==> config.mk <==
export PLATFORM = sky130hd
export DESIGN_NAME = visible_object_depth_sorter_flat
export DESIGN_NICKNAME = d
export VERILOG_FILES = /design/src/rtl/vods_pkg.sv /design/src/rtl/vods_if.sv /design/src/rtl/vods_cell.sv /design/src/rtl/visible_object_depth_sorter.sv /design/src/flat_wrapper.sv
export VERILOG_INCLUDE_DIRS = /design/src /design/src/rtl
export SDC_FILE = /design/constraint.sdc
export NUM_CORES = 2
export LEC_CHECK = 0
export ABC_AREA = 0
export BUFFER_PORTS_ARGS = -buffer_cell sky130_fd_sc_hd__buf_2
export CAP_MARGIN = 20
export CORE_ASPECT_RATIO = 1.25
export CORE_MARGIN = 5
export CORE_UTILIZATION = 50
export CTS_CLUSTER_SIZE = 25
export DETAILED_ROUTE_END_ITERATION = 7
export GPL_ROUTABILITY_DRIVEN = 0
export GPL_TIMING_DRIVEN = 0
export PLACE_DENSITY = 0.66
export SLEW_MARGIN = 30
export SYNTH_ARGS = -nofsm -noshare
export SYNTH_HDL_FRONTEND = slang
export SYNTH_SLANG_ARGS = --single-unit
==> constraint.sdc <==
create_clock -name clk -period 8.8 [get_ports clk]
set_input_delay 0.44 -clock clk [delete_from_list [all_inputs] [get_ports clk]]
set_output_delay 0.44 -clock clk [all_outputs]
set_load 0.005 [all_outputs]
==> src/rtl/assert_macros.svh <==
// ----------------------------------------------------------------------------
// assert_macros.svh
// Shared assertion macros for the depth sorter RTL.
// ----------------------------------------------------------------------------
`ifndef ASSERT_MACROS_SVH
`define ASSERT_MACROS_SVH

// Same-cycle implication, checked out of reset.
`define ASSERT_IMPLIES(label, clk, rst, ante, cons) \
  label: assert property (@(posedge clk) disable iff (rst) (ante) |-> (cons)) \
    else $error("implication check failed");

// Next-cycle implication, checked out of reset.
`define ASSERT_NEXT(label, clk, rst, ante, cons) \
  label: assert property (@(posedge clk) disable iff (rst) (ante) |=> (cons)) \
    else $error("next-cycle check failed");

// Invariant, checked out of reset.
`define ASSERT_ALWAYS(label, clk, rst, cond) \
  label: assert property (@(posedge clk) disable iff (rst) (cond)) \
    else $error("invariant check failed");

`endif

==> src/rtl/vods_pkg.sv <==
// ----------------------------------------------------------------------------
// vods_pkg
// Types and constants shared by the visible object depth sorter.
// ----------------------------------------------------------------------------
package vods_pkg;

  localparam int MAX_OBJECTS = 32;  // insertion chain length (2..64)

  localparam int ID_W   = 16;
  localparam int KEY_W  = 16;
  localparam int COORD_W = 16;
  localparam int SCR_W  = 12;
  localparam int CFG_IDX_W = 1;
  localparam int CFG_DATA_W = 12;

  localparam logic [SCR_W-1:0] SCREEN_WIDTH_RST  = 12'd800;
  localparam logic [SCR_W-1:0] SCREEN_HEIGHT_RST = 12'd600;

  // Configuration register indexes
  localparam logic [CFG_IDX_W-1:0] REG_SCREEN_WIDTH  = 1'd0;
  localparam logic [CFG_IDX_W-1:0] REG_SCREEN_HEIGHT = 1'd1;

  typedef struct packed {
    logic            valid;
    logic [ID_W-1:0]  id;
    logic [KEY_W-1:0] key;  // two's complement
  } entry_t;

  // Per-cycle command broadcast to every cell
  typedef struct packed {
    logic insert;  // place the broadcast request in the chain
    logic shift;   // move every entry one cell toward the head
  } cell_ctl_t;

  typedef enum logic {
    ST_LOAD,
    ST_DRAIN
  } state_t;

endpackage

==> src/rtl/vods_if.sv <==
// ----------------------------------------------------------------------------
// vods_if
// Valid/ready channels of the depth sorter: object requests and results.
// ----------------------------------------------------------------------------
interface vods_obj_if;
  logic                            valid;
  logic                            ready;
  logic [vods_pkg::ID_W-1:0]       object_id;
  logic signed [vods_pkg::KEY_W-1:0]   sort_key;
  logic signed [vods_pkg::COORD_W-1:0] rect_left;
  logic signed [vods_pkg::COORD_W-1:0] rect_right;
  logic signed [vods_pkg::COORD_W-1:0] rect_top;
  logic signed [vods_pkg::COORD_W-1:0] rect_bottom;
  logic                            frame_end;

  modport source (output valid, object_id, sort_key, rect_left, rect_right,
                  rect_top, rect_bottom, frame_end, input ready);
  modport sink   (input valid, object_id, sort_key, rect_left, rect_right,
                  rect_top, rect_bottom, frame_end, output ready);
endinterface

interface vods_res_if;
  logic                            valid;
  logic                            ready;
  logic [vods_pkg::ID_W-1:0]       out_object_id;
  logic signed [vods_pkg::KEY_W-1:0] out_sort_key;
  logic                            out_last;
  logic                            overflowed;

  modport source (output valid, out_object_id, out_sort_key, out_last, overflowed,
                  input ready);
  modport sink   (input valid, out_object_id, out_sort_key, out_last, overflowed,
                  output ready);
endinterface

==> src/rtl/vods_cell.sv <==
// ----------------------------------------------------------------------------
// vods_cell
// One slot of the insertion chain: holds an entry, compares it to the
// broadcast key and takes its left or right neighbor's entry on demand.
// ----------------------------------------------------------------------------
module vods_cell (
  input  logic                       clk,
  input  logic                       rst,
  input  vods_pkg::cell_ctl_t        ctl,
  input  logic [vods_pkg::ID_W-1:0]  new_id,
  input  logic [vods_pkg::KEY_W-1:0] new_key,
  input  vods_pkg::entry_t           prev_entry,  // toward the head
  input  logic                       prev_gt,
  input  vods_pkg::entry_t           next_entry,  // toward the tail
  output vods_pkg::entry_t           entry,
  output logic                       gt
);

  vods_pkg::entry_t entry_next;
  vods_pkg::entry_t new_entry;

  // strict compare keeps equal keys in arrival order
  assign gt = entry.valid && ($signed(entry.key) > $signed(new_key));

  always_comb begin
    new_entry  = '{valid: 1'b1, id: new_id, key: new_key};
    entry_next = entry;
    if (ctl.shift) begin
      entry_next = next_entry;
    end else if (ctl.insert) begin
      if (prev_gt) begin
        entry_next = prev_entry;
      end else if (gt || (!entry.valid && prev_entry.valid)) begin
        entry_next = new_entry;
      end
    end
  end

  // only the valid bit needs a reset value
  always_ff @(posedge clk) begin
    if (rst) begin
      entry.valid <= 1'b0;
    end else begin
      entry <= entry_next;
    end
  end

endmodule

==> src/rtl/visible_object_depth_sorter.sv <==
// ----------------------------------------------------------------------------
// visible_object_depth_sorter
// Screen cull plus systolic insertion sort of object ids by vertical key.
// ----------------------------------------------------------------------------
// Each object request is tested against the screen rectangle and, if it
// overlaps, dropped into a chain of MAX_OBJECTS cells that always holds the
// kept objects in ascending key order (ties in arrival order). Loading runs at
// one request per clock: the broadcast key is compared in every cell at once
// and the chain opens the gap on the edge that accepts the request. A request
// with frame_end set is placed first, then the chain drains from its head, one
// result per accepted result handshake, each cell handing its entry toward the
// head. No request is taken while draining, so a frame end holds off requests
// until every kept object has gone out and the sequencer is back in loading.
// Objects beyond capacity are dropped and every result of that frame reports
// overflowed. A frame with no kept objects produces no results. No clearing
// pass follows reset; the valid bit of each cell is cleared at once.
// ----------------------------------------------------------------------------
`include "assert_macros.svh"

module visible_object_depth_sorter (
  input  logic                                clk,
  input  logic                                rst,
  vods_obj_if.sink                            objects,
  vods_res_if.source                          results,
  input  logic                                cfg_we,
  input  logic [vods_pkg::CFG_IDX_W-1:0]      cfg_index,
  input  logic [vods_pkg::CFG_DATA_W-1:0]     cfg_data
);

  localparam int N = vods_pkg::MAX_OBJECTS;

  vods_pkg::state_t    state, state_next;
  vods_pkg::cell_ctl_t ctl;
  logic [vods_pkg::SCR_W-1:0] screen_width, screen_height;
  logic dropped, dropped_next;

  vods_pkg::entry_t entries    [N];
  vods_pkg::entry_t prev_entry [N];
  vods_pkg::entry_t next_entry [N];
  logic             gt         [N];
  logic             prev_gt    [N];
  logic [N-1:0]     valid_vec;

  logic accept, visible, full;

  // --- configuration ---------------------------------------------------------
  always_ff @(posedge clk) begin
    if (rst) begin
      screen_width  <= vods_pkg::SCREEN_WIDTH_RST;
      screen_height <= vods_pkg::SCREEN_HEIGHT_RST;
    end else if (cfg_we) begin
      case (cfg_index)
        vods_pkg::REG_SCREEN_WIDTH:  screen_width  <= cfg_data;
        vods_pkg::REG_SCREEN_HEIGHT: screen_height <= cfg_data;
        default: ;
      endcase
    end
  end

  // --- screen cull: signed compares, screen size zero-extended -------------
  assign visible = (objects.rect_right > 16'sd0) &&
                   (objects.rect_bottom > 16'sd0) &&
                   ($signed({objects.rect_left[15], objects.rect_left}) <
                    $signed({5'b0, screen_width})) &&
                   ($signed({objects.rect_top[15], objects.rect_top}) <
                    $signed({5'b0, screen_height}));

  assign accept = objects.valid && objects.ready;
  assign full   = entries[N-1].valid;  // valid bits form a prefix

  // --- chain wiring: head sees a virtual valid, never-greater neighbor ------
  always_comb begin
    for (int i = 0; i < N; i++) begin
      if (i == 0) begin
        prev_entry[i] = '{valid: 1'b1, id: '0, key: '0};
        prev_gt[i]    = 1'b0;
      end else begin
        prev_entry[i] = entries[i-1];
        prev_gt[i]    = gt[i-1];
      end
      if (i == N-1) begin
        next_entry[i] = '{valid: 1'b0, id: '0, key: '0};
      end else begin
        next_entry[i] = entries[i+1];
      end
      valid_vec[i] = entries[i].valid;
    end
  end

  for (genvar g = 0; g < N; g++) begin : g_cell
    vods_cell u_cell (
      .clk        (clk),
      .rst        (rst),
      .ctl        (ctl),
      .new_id     (objects.object_id),
      .new_key    (objects.sort_key),
      .prev_entry (prev_entry[g]),
      .prev_gt    (prev_gt[g]),
      .next_entry (next_entry[g]),
      .entry      (entries[g]),
      .gt         (gt[g])
    );
  end

  // --- sequencer ---------------------------------------------------------------
  always_ff @(posedge clk) begin
    if (rst) begin
      state   <= vods_pkg::ST_LOAD;
      dropped <= 1'b0;
    end else begin
      state   <= state_next;
      dropped <= dropped_next;
    end
  end

  always_comb begin
    state_next     = state;
    dropped_next   = dropped;
    ctl            = '{insert: 1'b0, shift: 1'b0};
    objects.ready  = 1'b0;
    results.valid  = 1'b0;
    case (state)
      vods_pkg::ST_LOAD: begin
        objects.ready = 1'b1;
        if (accept && visible) begin
          if (full) dropped_next = 1'b1;
          else      ctl.insert   = 1'b1;
        end
        if (accept && objects.frame_end) state_next = vods_pkg::ST_DRAIN;
      end
      vods_pkg::ST_DRAIN: begin
        results.valid = entries[0].valid;
        ctl.shift     = entries[0].valid && results.ready;
        if (!entries[0].valid) begin
          // frame done (or empty): drop report ends with the frame
          dropped_next = 1'b0;
          state_next   = vods_pkg::ST_LOAD;
        end
      end
      default: state_next = vods_pkg::ST_LOAD;
    endcase
  end

  // results come straight from the head cell
  assign results.out_object_id = entries[0].id;
  assign results.out_sort_key  = entries[0].key;
  assign results.out_last      = !entries[1].valid;
  assign results.overflowed    = dropped;

  // --- checks ------------------------------------------------------------------
  `ASSERT_ALWAYS(a_valid_prefix, clk, rst, ((valid_vec >> 1) & ~valid_vec) == '0)
  `ASSERT_IMPLIES(a_no_overlap, clk, rst, objects.ready, !results.valid)
  `ASSERT_NEXT(a_last_empties, clk, rst,
               results.valid && results.ready && results.out_last, !entries[0].valid)
  `ASSERT_IMPLIES(a_no_insert_full, clk, rst, ctl.insert, !full && !ctl.shift)

endmodule

==> src/flat_wrapper.sv <==
// flat-port wrapper written by rule: the top's interface ports become plain ports
module visible_object_depth_sorter_flat 
  (clk, rst, cfg_we, cfg_index, cfg_data, objects_valid, objects_object_id, objects_sort_key, objects_rect_left, objects_rect_right, objects_rect_top, objects_rect_bottom, objects_frame_end, objects_ready, results_valid, results_out_object_id, results_out_sort_key, results_out_last, results_overflowed, results_ready);
  vods_obj_if objects_i ();
  vods_res_if results_i ();
  input  logic clk;
  input  logic rst;
  input  logic cfg_we;
  input  logic [vods_pkg::CFG_IDX_W-1:0] cfg_index;
  input  logic [vods_pkg::CFG_DATA_W-1:0] cfg_data;
  input wire logic [$bits(objects_i.valid)-1:0] objects_valid;
  input wire logic [$bits(objects_i.object_id)-1:0] objects_object_id;
  input wire logic [$bits(objects_i.sort_key)-1:0] objects_sort_key;
  input wire logic [$bits(objects_i.rect_left)-1:0] objects_rect_left;
  input wire logic [$bits(objects_i.rect_right)-1:0] objects_rect_right;
  input wire logic [$bits(objects_i.rect_top)-1:0] objects_rect_top;
  input wire logic [$bits(objects_i.rect_bottom)-1:0] objects_rect_bottom;
  input wire logic [$bits(objects_i.frame_end)-1:0] objects_frame_end;
  output wire logic [$bits(objects_i.ready)-1:0] objects_ready;
  output wire logic [$bits(results_i.valid)-1:0] results_valid;
  output wire logic [$bits(results_i.out_object_id)-1:0] results_out_object_id;
  output wire logic [$bits(results_i.out_sort_key)-1:0] results_out_sort_key;
  output wire logic [$bits(results_i.out_last)-1:0] results_out_last;
  output wire logic [$bits(results_i.overflowed)-1:0] results_overflowed;
  input wire logic [$bits(results_i.ready)-1:0] results_ready;
  assign objects_i.valid = objects_valid;
  assign objects_i.object_id = objects_object_id;
  assign objects_i.sort_key = objects_sort_key;
  assign objects_i.rect_left = objects_rect_left;
  assign objects_i.rect_right = objects_rect_right;
  assign objects_i.rect_top = objects_rect_top;
  assign objects_i.rect_bottom = objects_rect_bottom;
  assign objects_i.frame_end = objects_frame_end;
  assign objects_ready = objects_i.ready;
  assign results_valid = results_i.valid;
  assign results_out_object_id = results_i.out_object_id;
  assign results_out_sort_key = results_i.out_sort_key;
  assign results_out_last = results_i.out_last;
  assign results_overflowed = results_i.overflowed;
  assign results_i.ready = results_ready;
  visible_object_depth_sorter u_core (.clk(clk), .rst(rst), .objects(objects_i), .results(results_i), .cfg_we(cfg_we), .cfg_index(cfg_index), .cfg_data(cfg_data));
endmodule
==> qor.csv <==
metric;value;unit
status;completed;
antenna violations before repair;7;
synth top area cells;edfxtp_1, ha_1, mux2i_1;
Rel. slew slack;25.7;%
Routed WL;240;mm
Combinational Power Share;7.3;%
Vias/cell;6.67;
EDFF count, synth;1024;
Initial Util;50.3;%
clock-pin slew on the worst setup and hold paths;0.06;ns
crit path launch type;primary input;
Post-Syn Instances;6324;
CP Max Fanout;18;
Clock Power Share;44.0;%
core area;0.130;mm2
Ports;151;
nets@finish;7268;
CTS buffer count;114;
Max Transition Viols Final;0;
worst slew pin tran;1.11;ns
Syn Nets;6957;
1st-pass router iterations;8;
area leader, netlist;edfxtp_1;
power per cell area;157;mW/mm2
Hold Crit Depth;4;
hold crit path type;primary input to flip-flop;
GRT overflow;0;
max_cap viols;0;
global-route wire length before repair;350;mm
CTS sink count;1082;
synth cell count leaders;nand2_1, edfxtp_1, mux2i_1;
DP HPWL;182;mm
Seq cells post-synth;1082;
cell count after placement;8229;
DR WL/cell;28.4;um
sequential share of power;48.7;%
placed cell areas;0.0698;mm2
Hold Buf Count CTS;14;
root buffer cell;clkbuf_16;
design area;0.0737;mm2
Reg2Reg Capture Point;u_core.g_cell[5].u_cell.entry[19];
synth warn;0;
internal power;8.82;mW
setup_tns;0;ns
WP data required;9.25;ns
die area;0.138;mm2
critical path type;primary input to flip-flop;
setup violators final;0;
post-CTS resize count;0;
Antenna Nets Post-Route;0;
RSZ-0062 raised after global routing;false;
worst hold slack;0.133;ns
final std cells w/o fill;8461;
Critical Path AT;6.02;ns
layout cell share with drive strength beyond 1;8.32;%
final hold vios;0;
Tmin final;5.57;ns
Worst-Skew Late Latency;0.77;ns
reg2reg setup slack;3.94;ns
Post-Route Skew;0.0409;ns
Final Core Density;56.6;%
top-area cell type share of the netlist area;47.0;%
DRT iter0 DRCs;6908;
Layout area overhead;12.6;%
FP Rows;148;
ys async rst share;0;%
synth unique cells;66;
fin crit share;63.3;%
overall die height;415;um
vias in the first global route;57000;
Synth Flop Type;edfxtp_1;
CP Capture Type;flip-flop;
Sw Share;23.9;%
port buffer count;133;
Hold Startpoint;cfg_index;
Reg2Reg Depth;9;
vias post-DR;56400;
Seq/Total Area, Yosys;48.7;%
CTS max path bufs;3;
Static Leak;24.1;nW
H-Tree Depth;3;
Mean Syn Cell Area;10.4;um2
Total GRT Usage;33.2;%
pin count of the biggest net entering global routing;33;
drt drc;0;
Hold EP;u_core.screen_width[0];
Die W;334;um
Setup Buffers After CTS;0;
Max Freq;0.179;GHz
FF-to-FF Start;u_core.g_cell[0].u_cell.entry[32];
Mapped Area;0.0655;mm2
Net Switching;2.77;mW
most frequent cell after synthesis;nand2_1;
CTS tree;yes;
Peak supply drop;169;uV
[layout by cell type (no fill, tap or decap), types with 15 or more instances in the layout]
master / n
bufinv_16: 15
clkinv_2: 18
a21o_1: 58
nand4_1: 108
ha_1: 518
inv_4: 15
mux2i_1: 572
o211ai_1: 435
o21ai_0: 512
nand2_1: 1102
clkbuf_16: 115
o21a_1: 17
edfxtp_1: 1024
clkbuf_1: 396
nor3_1: 27
a21oi_1: 215
buf_4: 61
nor2_1: 123
nand3_1: 447
a21oi_4: 21
a211oi_1: 60
nor2b_1: 29
buf_16: 27
buf_1: 16
o21bai_1: 17
dfxtp_1: 58
o221ai_1: 25
nor4_1: 40
o21ai_1: 69
buf_2: 194
clkinv_1: 22
inv_1: 116
[cells by family after synthesis]
family	count (synthesis)	share of synthesized area (%)
and+or+nand+nor	1950	13.4
AOI/OAI and AO/OA	1539	14.7
DFF	1082	48.7
buffers and inverters	658	4.29
muxes	577	8.89
adders and majority gates	518	9.90
[worst max path at each step]
| stage | slack (ns) | startpoint | endpoint | cells after the start |
|---|---|---|---|---|
| 6_report | 3.23 | objects_sort_key[15] | u_core.g_cell[5].u_cell.entry[19] | 14 |
| 5_1_grt | 3.17 | objects_sort_key[15] | u_core.g_cell[5].u_cell.entry[18] | 14 |
| 4_1_cts | 3.51 | objects_sort_key[15] | u_core.g_cell[5].u_cell.entry[18] | 14 |
| 3_5_place_dp | 2.73 | objects_sort_key[15] | u_core.g_cell[5].u_cell.entry[21] | 14 |
| 3_3_place_gp | -0.29 | objects_sort_key[13] | u_core.g_cell[5].u_cell.entry[21] | 12 |
| 2_1_floorplan | 3.76 | objects_sort_key[5] | u_core.g_cell[25].u_cell.entry[0] | 12 |
[routing by layer]
metal	global-route usage, %	share of wire, %	vias to the layer above
li1	-	-	24500
met1	41.8	38	27500
met2	53.9	46	3556
met3	6.67	10	888
met4	18.1	6.1	2
met5	0	0.0037	-
[power by group through the flow]
stage	Combinational (mW)	Clock, mW	Sequential, mW
after floorplan	0.495	0	5.75
after global placement	0.757	0	5.75
after detailed placement	0.809	0	5.75
after CTS	0.820	5.09	5.64
after global routing	0.910	5.30	5.64
final	0.847	5.10	5.64
[stage by stage]
| stage | power, mW | setup WS [ns] |
|---|---|---|
| final | 11.6 | 3.23 |
| after detailed placement | 6.56 | 2.73 |
| after CTS | 11.5 | 3.51 |
| after global placement | 6.51 | -0.292 |
| after floorplan | 6.24 | 3.76 |
| after global routing | 11.8 | 3.17 |
[sequential cells by signal, summed over array words and instances (netlist names)]
name,cells
u_core.g_cell.u_cell.entry,1056
u_core.screen_width,12
u_core.results.overflowed,1
u_core.state,1
u_core.screen_height,12
[critical path, stage by stage]
cell and delay (ns):
buf_2 0.27, clkbuf_1 0.82, inv_4 0.39, buf_12 0.31, ha_1 0.33, nand4_1 0.21
nor4_1 0.72, a21boi_1 0.30, nor4_1 0.10, nor4b_4 0.70, buf_4 0.41, a21oi_1 0.12
a21oi_4 0.57, buf_8 0.29
[area by class of cell]
type	instances	area, um2
Clock buffer	144	3040
Multi-Input combinational cell	4584	31100
Fill cell	11300	56500
Sequential cell	1082	31900
Tap cell	1725	2160
Buffer	527	2330
Timing Repair Buffer	195	1920
Clock inverter	68	752
Inverter	131	529
Antenna cell	5	12.5
(Power assumes the default switching activity.)
